`src/hw/rtl/eg_pkg.sv`:
```
package eg_pkg;

  // bits of the radicand consumed by one square root cell
  localparam int unsigned SqrtDigitBits = 2;

  // width rounded up to whole bytes
  function automatic int unsigned byte_round(input int unsigned bits);
    byte_round = ((bits + 7) / 8) * 8;
  endfunction

endpackage

```
`src/hw/rtl/eg_div_cell.sv`:
```
module eg_div_cell #(
  parameter int unsigned LW     = 25,
  parameter int unsigned DW     = 26,
  parameter int unsigned QW     = 17,
  parameter int unsigned SIDE_W = 50
) (
  input  logic              clk_i,
  input  logic              rst_ni,
  input  logic              valid_i,
  output logic              ready_o,
  input  logic [LW-1:0]     len_i,
  input  logic [DW-1:0]     rem_x_i,
  input  logic [DW-1:0]     rem_y_i,
  input  logic [QW-1:0]     q_x_i,
  input  logic [QW-1:0]     q_y_i,
  input  logic [SIDE_W-1:0] side_i,
  output logic              valid_o,
  input  logic              ready_i,
  output logic [LW-1:0]     len_o,
  output logic [DW-1:0]     rem_x_o,
  output logic [DW-1:0]     rem_y_o,
  output logic [QW-1:0]     q_x_o,
  output logic [QW-1:0]     q_y_o,
  output logic [SIDE_W-1:0] side_o
);
  import eg_pkg::*;

  logic              valid_q;
  logic [LW-1:0]     len_q;
  logic [DW-1:0]     rem_x_q, rem_y_q, rem_x_d, rem_y_d, len_ext, rx, ry;
  logic [QW-1:0]     q_x_q, q_y_q, q_x_d, q_y_d;
  logic [SIDE_W-1:0] side_q;
  logic              ge_x, ge_y;

  // one quotient bit for each of the two divides sharing the divisor
  always_comb begin
    len_ext = DW'(len_i);
    ge_x    = rem_x_i >= len_ext;
    ge_y    = rem_y_i >= len_ext;
    rx      = ge_x ? rem_x_i - len_ext : rem_x_i;
    ry      = ge_y ? rem_y_i - len_ext : rem_y_i;
    rem_x_d = rx << 1;
    rem_y_d = ry << 1;
    q_x_d   = (q_x_i << 1) | QW'(ge_x);
    q_y_d   = (q_y_i << 1) | QW'(ge_y);
  end

  assign ready_o = !valid_q || ready_i;

  always_ff @(posedge clk_i or negedge rst_ni) begin
    if (!rst_ni) begin
      valid_q <= 1'b0;
    end else if (ready_o) begin
      valid_q <= valid_i;
    end
  end

  always_ff @(posedge clk_i) begin
    if (ready_o && valid_i) begin
      len_q   <= len_i;
      rem_x_q <= rem_x_d;
      rem_y_q <= rem_y_d;
      q_x_q   <= q_x_d;
      q_y_q   <= q_y_d;
      side_q  <= side_i;
    end
  end

  assign valid_o = valid_q;
  assign len_o   = len_q;
  assign rem_x_o = rem_x_q;
  assign rem_y_o = rem_y_q;
  assign q_x_o   = q_x_q;
  assign q_y_o   = q_y_q;
  assign side_o  = side_q;

endmodule

```
`config.mk`:
```
export PLATFORM = sky130hd
export DESIGN_NAME = eg_div_cell
export DESIGN_NICKNAME = d
export VERILOG_FILES = /design/src/hw/rtl/eg_pkg.sv /design/src/hw/rtl/eg_div_cell.sv
export SDC_FILE = /design/constraint.sdc
export NUM_CORES = 1
export LEC_CHECK = 0
export ABC_AREA = 1
export BUFFER_PORTS_ARGS = -buffer_cell sky130_fd_sc_hd__buf_4
export CAP_MARGIN = 20
export CORE_MARGIN = 5
export CORE_UTILIZATION = 46
export DETAILED_ROUTE_END_ITERATION = 8
export PLACE_DENSITY = 0.81
export SLEW_MARGIN = 10
export SYNTH_ARGS = -nofsm -noshare
export SYNTH_HDL_FRONTEND = slang
export SYNTH_SLANG_ARGS = --single-unit
export TNS_END_PERCENT = 20
```
`constraint.sdc`:
```
create_clock -name clk_i -period 8.9 [get_ports clk_i]
set_input_delay 0.445 -clock clk_i [delete_from_list [all_inputs] [get_ports clk_i]]
set_output_delay 0.445 -clock clk_i [all_outputs]
set_load 0.02 [all_outputs]
```
Word level (Yosys, flattened, before mapping)
Index checks and enable logic that the tools add are counted.
{"block": "totals", "ff_bits": 160, "out_inout_bits": 163}
{"block": "op_classes", "add_sub_neg": 2, "magnitude_cmp": 2, "mux": 2, "bitwise_logic": 2, "reduce_logical": 3}
{"cell": "$ge A26 B25 Y1", "n": 2}
{"cell": "$mux W25", "n": 2}
{"cell": "$sub A25 B25 Y25", "n": 2}
{"cell": "$or A17 B1 Y17", "n": 2}
{"cell": "$logic_and A1 B1 Y1", "n": 1}
{"cell": "$logic_not A1 Y1", "n": 1}
{"cell": "$logic_or A1 B1 Y1", "n": 1}

Longest topological paths before layout
{"block": "depth", "ltp_word": 3, "ltp_mapped": 14}

Least setup slack after synthesis
OpenSTA, ideal clock, no wires.
{"block": "synth_timing", "path_kind": "flip-flop to flip-flop", "start": "reg valid_q (netlist: valid_o)", "end": "reg len_q[0] (netlist: len_o[0]) (enable)", "setup_ps": 731, "t_arrival_ps": 8160, "t_required_ps": 8169, "path_slack_ps": 9, "path_stages_with_launch": 2, "period_less_slack_ps": 8891, "cell_sequence": "dfrtp_1 > a21oi_1"}
{"block": "synth_via", "elab_chain_len": 3}
{"item": "start: declaration", "line": "eg_div_cell.sv:28", "source": "logic valid_q;"}
{"item": "start signal: assignment", "line": "eg_div_cell.sv:54", "source": "valid_q <= valid_i;"}
{"item": "$logic_not A1 Y1", "line": "eg_div_cell.sv:48", "source": "assign ready_o = !valid_q || ready_i;"}
{"item": "$logic_or A1 B1 Y1", "line": "eg_div_cell.sv:48"}
{"item": "$logic_and A1 B1 Y1", "line": "eg_div_cell.sv:59", "source": "if (ready_o && valid_i) begin"}
{"item": "end signal: assignment", "line": "eg_div_cell.sv:60", "source": "len_q <= len_i;"}
{"item": "end: declaration", "line": "eg_div_cell.sv:29", "source": "logic [LW-1:0] len_q;"}
No other way between the ends.
A chain may end at the register's enable or synchronous reset.

Worst setup path after layout
{"block": "layout_timing", "start": "in len_i[24]", "end": "reg rem_x_q[24] (netlist: rem_x_o[24]), data pin"}
{"block": "layout_via", "elab_chain_len": 2}
{"item": "start: declaration", "line": "eg_div_cell.sv:11", "source": "input logic [LW-1:0] len_i,"}
{"item": "$ge A26 B25 Y1", "line": "eg_div_cell.sv:38", "source": "ge_x = rem_x_i >= len_ext;"}
{"item": "$mux W25", "line": "eg_div_cell.sv:40", "source": "rx = ge_x ? rem_x_i - len_ext : rem_x_i;"}
{"item": "named net rx[23]", "line": "eg_div_cell.sv:30", "source": "logic [DW-1:0] rem_x_q, rem_y_q, rem_x_d, rem_y_d, len_ext, rx, ry;"}
{"item": "end signal: assignment", "line": "eg_div_cell.sv:61", "source": "rem_x_q <= rem_x_d;"}
{"item": "end: declaration", "line": "eg_div_cell.sv:30"}
The timed path passes the listed nets, and every way through them passes these cells.

==> metrics.md <==
| Metric | Value |
|---|---|
| Power per cell area | 173 nW/um^2 |
| CP Launch Type | input pin |
| Worst Hold Class | input pin to flop |
| GR Util met1 | 0.290 |
| Die ar. | 24100 um^2 |
| Yosys reg bits | 160 |
| Row count | 53 |
| Placed insts | around 1800 |
| RSZ-0062 raised after global routing | no |
| Final Slew Violations | 0 |
| Fmax | 357 MHz |
| Largest net degree at the start of global routing | 86 |
| GP Congestion | 0.957 |
| Maximum fanout along the worst path | 26 |
| Post-cts resize count | 0 |
| Post-synthesis cell area | 9700 um^2 |
| Flop2flop setup slack | around 6.6 ns |
| Status | finished, final reports clean |
| Yosys warning count | 0 |
| Sw Pwr | roughly 0.69 mW |
| Post-route insts no fill | 1783 |
| Hold Path Sink | side_o[8] |
| Register-to-Register Path Depth | 2 |
| Number of nets with antenna violations after routing | 0 |
| Initial Utilization | 0.465 |
| Worst skew pair latency | approximately 0.43 ns |
| Worst reg2reg endpoint | len_o[14] |
| Hold Crit Start | side_i[8] |
| # nets final | approximately 1700 |
| Sequential fraction of the synthesis area | 0.495 |
| Total track usage | 0.254 |
| Fill cells | approximately 1800 |
| Worst r2r src | valid_o |
| Root Buffer | clkbuf_16 |
| CTS tree | built |
| Routed WL | between 30 and 40 mm |
| Grt ovf | 0 |
| Setup violations, final | 0 |
| Met3 Use GR | 0.0612 |
| DR pass1 iterations | 5 |
| Grt met2 use | 0.470 |
| Core box area | 20900 um^2 |
| DRC | 0 |
| Worst Path Arrival | 2.97 ns |
| Max Cap Viol | 0 |
| Worst slew pin tran | around 1.0 ns |
| CTS Sinks | 160 |
| Setup crit end kind | flop |
| P&R area growth vs syn | 34.1% |
| Syn avg cell area | 8.31 um^2 |
| First-pass GRT wire length | about 47 mm |
| Logic pwr share | 0.248 |
| Antenna Cells | 0 |
| Clock Path Buffers | 2 |
| Post-Synthesis Cells | 1167 |
| P_int | 1.57 mW |
| Most frequent cells in the layout | nand2_1 (456), buf_4 (326), inv_1 (213), edfxtp_1 (159), nand4_1 (66) |
| Slew headroom | 0.303 |
| Minimum clock period | 2.80 ns |
| Clock buffer count from CTS | 17 |
| Worst Skew | around 0.016 ns |
| Post-synth cell types | 31 |
| GRT busiest layer | met2 |
| Peak supply drop | around 120 uV |
| Initial antenna violation count | 0 |
| Worst Path Class, Setup | input pin to flop |
| Die W | 155 um |
| Net Sw Frac | 0.305 |
| HPWL after DPL | roughly 25 mm |
| WP data required | 9.06 ns |
| Die Y | roughly 160 um |
| Buffers on Ports | 323 |
| Sequential power share | 0.406 |
| Final Hold Vio Count | 0 |
| Layout cells sized above 1 | 0.265 |
| Setup TNS | 0 ns |
| Vias in the first global route | 8745 |
| DRT iter0 DRCs | 731 |
| Most common cell after layout, fill and taps aside | nand2_1 |
| Reg clk slew, reported paths | approximately 0.070 ns |
| Routed len/inst | 17.6 um |
| Clk pwr share | 0.346 |
| Via-per-instance ratio | 4.97 |
| Ports | 328 |
| P_leak | roughly 6.7 nW |
| Hold Path Stages | 1 |
| Vias | 8865 |
| Crit share post-route | 0.315 |
| H-tree depth | 4 |
[per-layer routing]
layer  vias to the layer above  share of wire
li1                       4385              -
met1                      4091           0.38
met2                       332           0.52
met3                        57          0.072
met4                         0          0.028
met5                         -              0
[state kept, by name, summed over array words and instances, names as in the netlist]
signal	cells
side_o	50
valid_o	1
rem_x_o	25
q_x_o	17
rem_y_o	25
q_y_o	17
len_o	25
[cells in the mapped netlist, drive strengths merged]
cell type,n,share of area
o21a,2,0.0015
nor2,65,0.026
conb,1,0.00039
clkbuf,3,0.0012
nand3,48,0.031
fa,2,0.0041
a21oi,21,0.013
and2,6,0.0039
inv,218,0.084
xor2,23,0.021
or2,6,0.0039
dfrtp,1,0.0026
buf,15,0.011
ha,50,0.064
edfxtp,159,0.49
nor3,7,0.0075
nand4,66,0.043
nand2,470,0.19
nand3b,4,0.0031
[power groups by stage]
| stage | clock (mW) | sequential, mW | combinational, mW |
|---|---|---|---|
| after global routing | 0.831 | 0.920 | 0.615 |
| after global placement | 0 | 0.930 | 0.548 |
| after detailed placement | 0 | 0.932 | 0.556 |
| final | 0.780 | 0.916 | 0.559 |
| after CTS | 0.792 | 0.916 | 0.560 |
| after floorplan | 0 | 1.01 | 0.269 |
[worst max path at each step]
stage	from	end	slack, ns	cells after the start
3_5_place_dp	len_i[13]	rem_x_o[15]	5.71	13
4_1_cts	len_i[13]	rem_x_o[15]	6.13	13
3_3_place_gp	len_i[13]	rem_x_o[15]	5.75	13
5_1_grt	len_i[13]	rem_x_o[15]	5.93	13
2_1_floorplan	valid_o	len_o[0]	0.009	1
6_report	len_i[24]	rem_x_o[24]	6.10	12
[worst max-delay path, stage by stage]
cell,delay [ns]
buf_4,0.11
inv_1,0.20
ha_1,0.30
inv_2,0.07
or2_1,0.20
nor2_1,0.06
nand2_1,0.06
nand2_1,0.08
a21oi_4,0.62
nand3_4,0.51
nand2_1,0.21
nand2_1,0.09
[logic make-up after synthesis]
group	count (synthesis)	synth area share
AND/OR/NAND/NOR	672	0.304
buffers and inverters	236	0.0967
flip-flops	160	0.495
adder cells (fa/ha/maj)	52	0.0686
AO/OA/AOI/OAI	23	0.0147
XOR/XNOR	23	0.0208
other	1	0.000386
[through the flow]
| stage | hold slack (ns) | power [mW] | util | cell area (um^2) | setup slack [ns] |
|---|---|---|---|---|---|
| 2_1_floorplan | 0.149 | 1.28 | - | 9710 | 0.00913 |
| 3_3_place_gp | 0.221 | 1.48 | 0.593 | 12400 | 5.75 |
| 3_5_place_dp | 0.224 | 1.49 | 0.593 | 12400 | 5.71 |
| 4_1_cts | 0.172 | 2.27 | 0.623 | 13000 | 6.13 |
| 5_1_grt | 0.168 | 2.37 | 0.623 | 13000 | 5.93 |
| 6_report | 0.188 | 2.25 | 0.623 | 13000 | 6.10 |
[area by class of cell]
cell class	instances	area [um^2]	share of cell area
flip-flops and latches	160	4800	0.369
inverters	218	818	0.0629
clock buffers	17	425	0.0327
well taps	275	344	0.0264
repair buffers	327	2460	0.189
multi-input cells	772	3980	0.306
clock inverters	14	191	0.0147
[timing repair]
action,in CTS,in global routing
setup buffers,0,0
hold buffers,1,0
hold endpoints to repair,1,0
Power figures use the tool's default switching activity.
