--- config.mk ---
export PLATFORM = sky130hd
export DESIGN_NAME = eg_sqrt_cell
export DESIGN_NICKNAME = d
export VERILOG_FILES = /design/src/hw/rtl/eg_pkg.sv /design/src/hw/rtl/eg_sqrt_cell.sv
export SDC_FILE = /design/constraint.sdc
export NUM_CORES = 1
export LEC_CHECK = 0
export BUFFER_PORTS_ARGS = -buffer_cell sky130_fd_sc_hd__buf_2
export CAP_MARGIN = 25
export CORE_AREA = 4 4 156 158
export DETAILED_ROUTE_END_ITERATION = 7
export DIE_AREA = 0 0 160 162
export SLEW_MARGIN = 25
export SYNTH_ARGS = -nofsm -noshare
export SYNTH_HDL_FRONTEND = slang
export SYNTH_SLANG_ARGS = --single-unit
--- constraint.sdc ---
create_clock -name clk_i -period 9.3 [get_ports clk_i]
set_input_delay 1.395 -clock clk_i [delete_from_list [all_inputs] [get_ports clk_i]]
set_output_delay 1.395 -clock clk_i [all_outputs]
set_load 0.01 [all_outputs]
--- src/hw/rtl/eg_pkg.sv ---
package eg_pkg;

  // bits of the radicand consumed by one square root cell
  localparam int unsigned SqrtDigitBits = 2;

  // width rounded up to whole bytes
  function automatic int unsigned byte_round(input int unsigned bits);
    byte_round = ((bits + 7) / 8) * 8;
  endfunction

endpackage

--- src/hw/rtl/eg_sqrt_cell.sv ---
module eg_sqrt_cell #(
  parameter int unsigned LW     = 25,
  parameter int unsigned RAD_W  = 50,
  parameter int unsigned RW     = 28,
  parameter int unsigned SIDE_W = 98
) (
  input  logic              clk_i,
  input  logic              rst_ni,
  input  logic              valid_i,
  output logic              ready_o,
  input  logic [RW-1:0]     rem_i,
  input  logic [LW-1:0]     root_i,
  input  logic [RAD_W-1:0]  rad_i,
  input  logic [SIDE_W-1:0] side_i,
  output logic              valid_o,
  input  logic              ready_i,
  output logic [RW-1:0]     rem_o,
  output logic [LW-1:0]     root_o,
  output logic [RAD_W-1:0]  rad_o,
  output logic [SIDE_W-1:0] side_o
);
  import eg_pkg::*;

  logic              valid_q;
  logic [RW-1:0]     rem_q, rem_d, rem_cat, trial;
  logic [LW-1:0]     root_q, root_d;
  logic [RAD_W-1:0]  rad_q, rad_d;
  logic [SIDE_W-1:0] side_q;
  logic              take;

  // one root bit: bring down two radicand bits, try (root << 2) | 1
  always_comb begin
    rem_cat = {rem_i[RW-SqrtDigitBits-1:0], rad_i[RAD_W-1 -: SqrtDigitBits]};
    trial   = RW'({root_i, 2'b01});
    take    = rem_cat >= trial;
    rem_d   = take ? rem_cat - trial : rem_cat;
    root_d  = (root_i << 1) | LW'(take);
    rad_d   = rad_i << SqrtDigitBits;
  end

  assign ready_o = !valid_q || ready_i;

  always_ff @(posedge clk_i or negedge rst_ni) begin
    if (!rst_ni) begin
      valid_q <= 1'b0;
    end else if (ready_o) begin
      valid_q <= valid_i;
    end
  end

  always_ff @(posedge clk_i) begin
    if (ready_o && valid_i) begin
      rem_q  <= rem_d;
      root_q <= root_d;
      rad_q  <= rad_d;
      side_q <= side_i;
    end
  end

  assign valid_o = valid_q;
  assign rem_o   = rem_q;
  assign root_o  = root_q;
  assign rad_o   = rad_q;
  assign side_o  = side_q;

endmodule

# Word-level counts from Yosys, hierarchy flattened
# Cells that the tools add are included.
# op_classes
addsub	1
multipliers	0
div_mod_pow	0
magnitude_cmp	1
n_eq_ne	0
n_shift	0
mux	1
bitwise_logic	1
reduce_logical	3
# ops
operator	n
28-bit by 27-bit greater-or-equal comparator with 1-bit output	1
28-bit two-way mux	1
28-bit by 27-bit subtractor with 28-bit output	1
25-bit by 1-bit OR with 25-bit output	1
1-bit logical AND	1
1-bit zero test	1
1-bit logical OR	1
# word_totals
register_bits	200
latch_bits	0
ramBits	0
mem_bits_ro	0
mem_count	0

# Longest topological paths before layout
# Gate-level depths: netlist of run 1.
# logic_depth
ltp_word	3
depth_mapped	11
ltp_nobuf	10

# Worst setup path after synthesis of run 1
# Ideal clock, no wire load.
# synth_timing
kind	input-to-reg
startpoint	input port ready_i
endpoint	register rad_q[10], in the netlist rad_o[10], enable pin
arrival_ns	6.152
required_time_ns	8.715
slack_ns	2.563
cell_stages	2
path_cell_list	nand2b_1 -> and2_1
# synth_via
elab_chain_cells	2
# synth_rtl
item	line	rtl
start: declaration	eg_sqrt_cell.sv:16	input logic ready_i,
1-bit logical OR	eg_sqrt_cell.sv:41	assign ready_o = !valid_q || ready_i;
1-bit logical AND	eg_sqrt_cell.sv:52	if (ready_o && valid_i) begin
end signal: assignment	eg_sqrt_cell.sv:55	rad_q <= rad_d;
end: declaration	eg_sqrt_cell.sv:27	logic [RAD_W-1:0] rad_q, rad_d;
# No other way between the ends.
# A chain may end at the register's enable or synchronous reset.

# Final worst setup path of run 1
# layout_timing
startpoint	input port root_i[16]
endpoint	register rem_q[5], in the netlist rem_o[5], data pin
# layout_via
elab_chain_cells	2
# layout_rtl
item	line	rtl
start: declaration	eg_sqrt_cell.sv:12	input logic [LW-1:0] root_i,
28-bit by 27-bit greater-or-equal comparator with 1-bit output	eg_sqrt_cell.sv:35	take = rem_cat >= trial;
via take	eg_sqrt_cell.sv:29	logic take;
28-bit two-way mux	eg_sqrt_cell.sv:36	rem_d = take ? rem_cat - trial : rem_cat;
via rem_d[5]	eg_sqrt_cell.sv:25	logic [RW-1:0] rem_q, rem_d, rem_cat, trial;
end signal: assignment	eg_sqrt_cell.sv:53	rem_q <= rem_d;
end: declaration	eg_sqrt_cell.sv:25	
# The timed path passes the listed nets, and every way through them passes these cells.

==> out/metrics.yaml, run 1 <==
cp-startpoint: "root_i[16]"
outcome: "finished clean"
area_growth_pct: 36.3
drc: 0
post_cts_resized: 0
fmax_mhz: 248
syn_area_mm2: 0.00802
die_h_um: 162
io_buffers: 403
antenna_left: 0
start_util_pct: 34.7
totalWireLength_um: 24300
final_common_cell: "buf_2"
crit_buf_inv: 4
cp_cell_sequence: "buf_2 > inv_1 > ha_1 > a21oi_1 > nand2_1 > a221oi_4 > o221ai_2 > a31oi_4 > buf_4 > inv_4 > mux2_1"
fin_skew_ns: 0.0134
dieWidth_um: 160
maxSlewHeadroom_pct: 34.1
grt_pass1_wl_um: 34500
worst_hold_startpoint: "valid_o"
switchingPower_mw: 0.564
wl_per_cell_um: 20.0
drive_gt1_share_pct: 49.2
start_kind: "primary input"
synth_cells: 501
cts_buffer_depth: 2
ctsHoldBuffers: 0
std_cell_rows: 56
combinationalPowerShare_pct: 14.1
timing.rr.start: "valid_o"
setup_tns_ns: 0
design_area_mm2: 0.0109
pwr-share-seq_pct: 50.9
grt_setup_unrepaired: "false"
drt_pass1_iterations: 4
worst_pin_slew_ns: 0.988
nNetsFinal: 1143
numClockSinks: 200
final_cell_mix: "buf_2, edfxtp_1, nand2_1"
vias: 5682
slowest_stage: "a31oi_4"
gp_congestion: 0.775
p_leak_nw: 4.77
cp_data_arrival_time_ns: 4.20
fin_crit_sh_pct: 43.3
viasPerCell: 4.67
maxCapViolCount: 0
ios: 408
postPlaceCellArea_mm2: 0.0103
cell_internal_pwr_mw: 1.55
antenna_found_initial: 7
crit_type: "in2reg"
hold_viol: 0
drt_iter0_drc: 410
cts_made_buffers: 17
clk_latency_ns: 0.43
ys_types: 59
crit_fanout: 30
overflow: 0
grtUsageTotal_pct: 17.8
yosys_warnings: 0
synth_edf_count: 199
power_density_mw_per_mm2: 193
vdd_drop_max_v: 0.000102
async_flop_share_pct: 0.500
critPathMaxStageDelay_ns: 0.43
die-area_mm2: 0.0259
fin_crit_ns: 4.03
cp.required_ns: 9.47
coreArea_mm2: 0.0231
synth-main-ff-cell: "edfxtp_1"
setup_viol: 0
dp_hpwl_um: 19100
clockRootBuffer: "clkbuf_16"
p_clk_share_pct: 34.9
end_kind: "register"
post_cts.repair.setup_buffers: 0
maxSlewViolCount: 0
hp-class: "reg2reg"
ys_seq_area_share_pct: 74.9
clkTransAtPathRegs_ns: 0.07
swShare_pct: 26.7
cp_top_family: "compound AO/OA/AOI/OAI gates"
grt_max_degree: 80
ys_ff_latch: 200
cts_tree: "built"
synth_area_per_cell_um2: 16.0
ctsHtreeMaxLevel: 4
grt_pass1_vias: 5581
power by group through the flow:
stage          clock (mW)  combinational [mW]  sequential [mW]
5_1_grt             0.798               0.328             1.08
3_3_place_gp            0               0.299             1.09
2_1_floorplan           0               0.131             1.14
3_5_place_dp            0               0.302             1.10
4_1_cts             0.763               0.303             1.08
6_report            0.738               0.299             1.08
final cells by class:
class / count / area [µm²]
fill: 2089 / 12200
sequential: 200 / 6000
timing repair buffer: 406 / 2040
multi-input combinational: 254 / 1810
clock buffer: 17 / 425
tap: 290 / 363
clock inverter: 14 / 155
inverter: 32 / 123
antenna: 3 / 7.51
through the flow:
stage | util (%) | power (mW) | worst slack, ns | hold slack [ns] | std cells
5_1_grt | 47.2 | 2.21 | 5.07 | 0.587 | 1214
4_1_cts | 47.2 | 2.14 | 5.26 | 0.566 | 1213
2_1_floorplan | - | 1.27 | 2.56 | 0.622 | 502
3_3_place_gp | 44.7 | 1.39 | 4.78 | 0.514 | 1182
6_report | 47.2 | 2.11 | 5.27 | 0.574 | 1216
3_5_place_dp | 44.7 | 1.40 | 4.81 | 0.548 | 1182
per-layer routing:
metal	GRT usage (%)	vias up	part of all wire [%]
li1	-	2722	-
met4	5.91	10	2.4
met1	21.4	2685	40
met2	30.0	228	50
met3	6.04	37	8.1
met5	0	-	0.25
registers in the layout (all words and copies together) (netlist names):
name     count
valid_o      1
root_o      25
rad_o       48
rem_o       28
side_o      98
Yosys cell counts (all sizes together) (3+ instances only):
| library cell | count | share of area (%) |
|---|---|---|
| edfxtp | 199 | 75 |
| nand2 | 38 | 1.8 |
| o21ai | 33 | 2.1 |
| inv | 32 | 1.5 |
| ha | 27 | 4.2 |
| a21oi | 24 | 1.5 |
| buf | 14 | 1.0 |
| a21o | 13 | 1.2 |
| xnor2 | 11 | 1.2 |
| xor2 | 11 | 1.2 |
| nor2 | 10 | 0.47 |
| and3 | 9 | 0.76 |
| nand4 | 8 | 0.62 |
| nand2b | 7 | 0.55 |
| nand3 | 6 | 0.37 |
| o21a | 5 | 0.47 |
| mux2 | 4 | 0.56 |
| a31oi | 3 | 0.42 |
| a41oi | 3 | 0.33 |
| and2 | 3 | 0.23 |
| nor3 | 3 | 0.25 |
| o211a | 3 | 0.37 |
| o211ai | 3 | 0.34 |
| o31ai | 3 | 0.28 |
worst reg2reg max path: stages (launching register included):
cell      delay, ns
dfrtp_1        0.38
nand2b_1       0.13
and2_4         0.75
buf_4          0.94
path summary, 6_finish.rpt:
kind,end,slack (ns),depth (start not counted)
min in group asynchronous,valid_o,0.74,1
worst max register to register,rem_o[20],6.69,3
worst min-delay path,valid_o,0.57,2
worst max-delay path,rem_o[5],5.27,11
worst min register to register,valid_o,0.57,2
max in group asynchronous,valid_o,8.48,1
cell families after synthesis:
logic type               count (synthesis)  synth area share [%]
AO/OA/AOI/OAI                          105                  9.09
XOR/XNOR                                22                  2.40
adder cells (fa/ha/maj)                 27                  4.21
buffers and inverters                   48                  2.64
flip-flops                             200                  74.9
multiplexers                             5                 0.687
other                                    1                0.0468
AND/OR/NAND/NOR                         93                  6.06
(Power assumes the default switching activity.)
==> run 2: changes to the inputs <==
==> constraint.sdc (replaced) <==
create_clock -name clk_i -period 4.1 [get_ports clk_i]
set_input_delay 0.615 -clock clk_i [delete_from_list [all_inputs] [get_ports clk_i]]
set_output_delay 0.615 -clock clk_i [all_outputs]
set_load 0.01 [all_outputs]
==> out/metrics.yaml, run 2 (synthesis results as in run 1) <==
outcome: "finished clean"  # unchanged
antenna_found_initial: 4  # was 7
worst_pin_slew_ns: 0.829  # was 0.988 ns
grtUsageTotal_pct: 17.3  # was 17.8%
antenna_left: 0  # unchanged
r2r_slack_ns: 2.36  # was 6.69 ns
setup_viol: 0  # unchanged
cts_buffer_depth: 2  # unchanged
hold_ws_ns: 0.352  # was 0.574 ns
final_common_cell: "buf_2"  # unchanged
viasPerCell: 4.60  # was 4.67
post_cts.repair.setup_buffers: 0  # unchanged
p_leak_nw: 4.79  # was 4.77 nW
swShare_pct: 27.0  # was 26.7%
start_kind: "primary input"  # unchanged
power_mw: 4.84  # was 2.11 mW
area_growth_pct: 37.0  # was 36.3%
crit_fanout: 6  # was 30
critPathMaxStageDelay_ns: 0.39  # was 0.43 ns
crit_buf_inv: 2  # was 4
crit_cells: 10  # was 11
start_util_pct: 34.7  # unchanged
postPlaceCellArea_mm2: 0.0104  # was 0.0103 mm²
dp_hpwl_um: 18500  # was 19100 µm
grt_setup_unrepaired: "false"  # unchanged
largest_register_ffs: 98  # unchanged
worstReg2RegEnd: "rem_o[5]"  # was rem_o[20]
vdd_drop_max_v: 0.000219  # was 0.000102 V
fin_crit_sh_pct: 67.9
overflow: 0  # unchanged
hold_viol: 0  # unchanged
slowest_stage: "a2111o_1"  # was a31oi_4
nNetsFinal: 1145  # was 1143
power_density_mw_per_mm2: 441  # was 193 mW/mm²
cp.required_ns: 4.28  # was 9.47 ns
drc: 0  # unchanged
grt_pass1_vias: 5464  # was 5581
combinationalPowerShare_pct: 14.0  # was 14.1%
cell_internal_pwr_mw: 3.53  # was 1.55 mW
timing.rr.start: "valid_o"  # unchanged
grt_pass1_wl_um: 34000  # was 34500 µm
die_h_um: 162  # unchanged
fmax_mhz: 359
end_kind: "register"  # unchanged
ctsHtreeMaxLevel: 4  # unchanged
fin_skew_ns: 0.0118  # was 0.0134 ns
switchingPower_mw: 1.30  # was 0.564 mW
crit_type: "in2reg"  # unchanged
numClockSinks: 200  # unchanged
vias: 5595  # was 5682
io_buffers: 403  # unchanged
cp_top_family: "compound AO/OA/AOI/OAI gates"  # unchanged
worst_hold_startpoint: "rad_i[11]"  # was valid_o
gp_congestion: 0.815  # was 0.775
fin_crit_ns: 2.78
clkTransAtPathRegs_ns: 0.08  # was 0.07 ns
cts_tree: "built"  # unchanged
clockRootBuffer: "clkbuf_16"  # unchanged
maxSlewViolCount: 0  # unchanged
cp_data_arrival_time_ns: 2.96  # was 4.20 ns
design_area_mm2: 0.0110  # was 0.0109 mm²
cts_made_buffers: 17  # unchanged
path_common_cell: "o21ai_1"
maxCapViolCount: 0  # unchanged
clk_latency_ns: 0.43  # about the same
hold_end: "rad_o[13]"  # was valid_o
std_cell_rows: 56  # unchanged
cp_cell_sequence: "buf_2 > inv_1 > ha_1 > a2111o_1 > a21o_1 > a31oi_1 > o21ai_1 > a21oi_1 > o21ai_1 > mux2_2"  # was buf_2 > inv_1 > ha_1 > a21oi_1 > nand2_1 > a221oi_4 > o221ai_2 > a31oi_4 > buf_4 > inv_4 > mux2_1
die-area_mm2: 0.0259  # unchanged
drt_iter0_drc: 462  # was 410
reg2regPathDepth: 3  # unchanged
final_cell_mix: "buf_2, edfxtp_1, nand2_1"  # unchanged
ios: 408  # unchanged
maxSlewHeadroom_pct: 44.7  # was 34.1%
grt_max_degree: 155  # was 80
min_path_cells: 1  # was 2
dieWidth_um: 160  # unchanged
hp-class: "in2reg"  # was reg2reg
p_clk_share_pct: 35.6  # was 34.9%
pwr-share-seq_pct: 50.4  # was 50.9%
setup_tns_ns: 0  # unchanged
wl_per_cell_um: 19.4  # was 20.0 µm
drt_pass1_iterations: 4  # unchanged
totalWireLength_um: 23600  # was 24300 µm
drive_gt1_share_pct: 49.2  # about the same
coreArea_mm2: 0.0231  # unchanged
run 2: final cells by class:
| class | count | area, µm² |
|---|---|---|
| clock buffer | 17 | 425 |
| fill | 2133 | 12100 |
| timing repair buffer | 408 | 2070 |
| clock inverter | 15 | 188 |
| multi-input combinational | 254 | 1810 |
| inverter | 32 | 123 |
| sequential | 200 | 6000 |
| antenna | 1 | 2.50 |
| tap | 290 | 363 |
run 2: power by group through the flow:
stage,registers [mW],logic (mW),clock network (mW)
4_1_cts,2.44,0.689,1.77
5_1_grt,2.45,0.744,1.88
6_report,2.44,0.677,1.72
3_5_place_dp,2.49,0.685,0
3_3_place_gp,2.48,0.678,0
2_1_floorplan,2.57,0.297,0
run 2: per-layer routing:
layer | up-vias | global-route usage (%) | wire length, µm
li1 | 2726 | - | -
met3 | 31 | 5.73 | 1610
met1 | 2624 | 20.8 | 9460
met2 | 208 | 30.4 | 12100
met5 | - | 0 | 41
met4 | 6 | 4.22 | 408
run 2: worst register-to-register path, cell delays in order (launching register included):
cell and delay (ns):
dfrtp_1 0.38, nand2b_1 0.12, and2_4 0.18, buf_12 0.57
run 2: per-stage QoR:
stage / utilization, % / std cells / setup slack (ns)
6_report: 47.5 / 1217 / 1.32
5_1_grt: 47.5 / 1216 / 1.16
4_1_cts: 47.5 / 1216 / 1.32
3_5_place_dp: 44.8 / 1183 / 0.852
3_3_place_gp: 44.8 / 1183 / 0.878
2_1_floorplan: - / 502 / 0.385
run 2: how the worst max path moves through the flow:
stage / startpoint / endpoint / slack, ns
5_1_grt: root_i[8] / rem_o[8] / 1.16
3_5_place_dp: rem_i[2] / rem_o[27] / 0.85
4_1_cts: rem_i[2] / rem_o[27] / 1.32
6_report: root_i[2] / rem_o[27] / 1.32
2_1_floorplan: ready_i / rad_o[10] / 0.38
3_3_place_gp: rem_i[2] / rem_o[27] / 0.88
run 2: timing repair:
item                                   CTS  global route
endpoints found under the hold margin    1             0
resized for setup                        0             0
hold buffers                             1             0
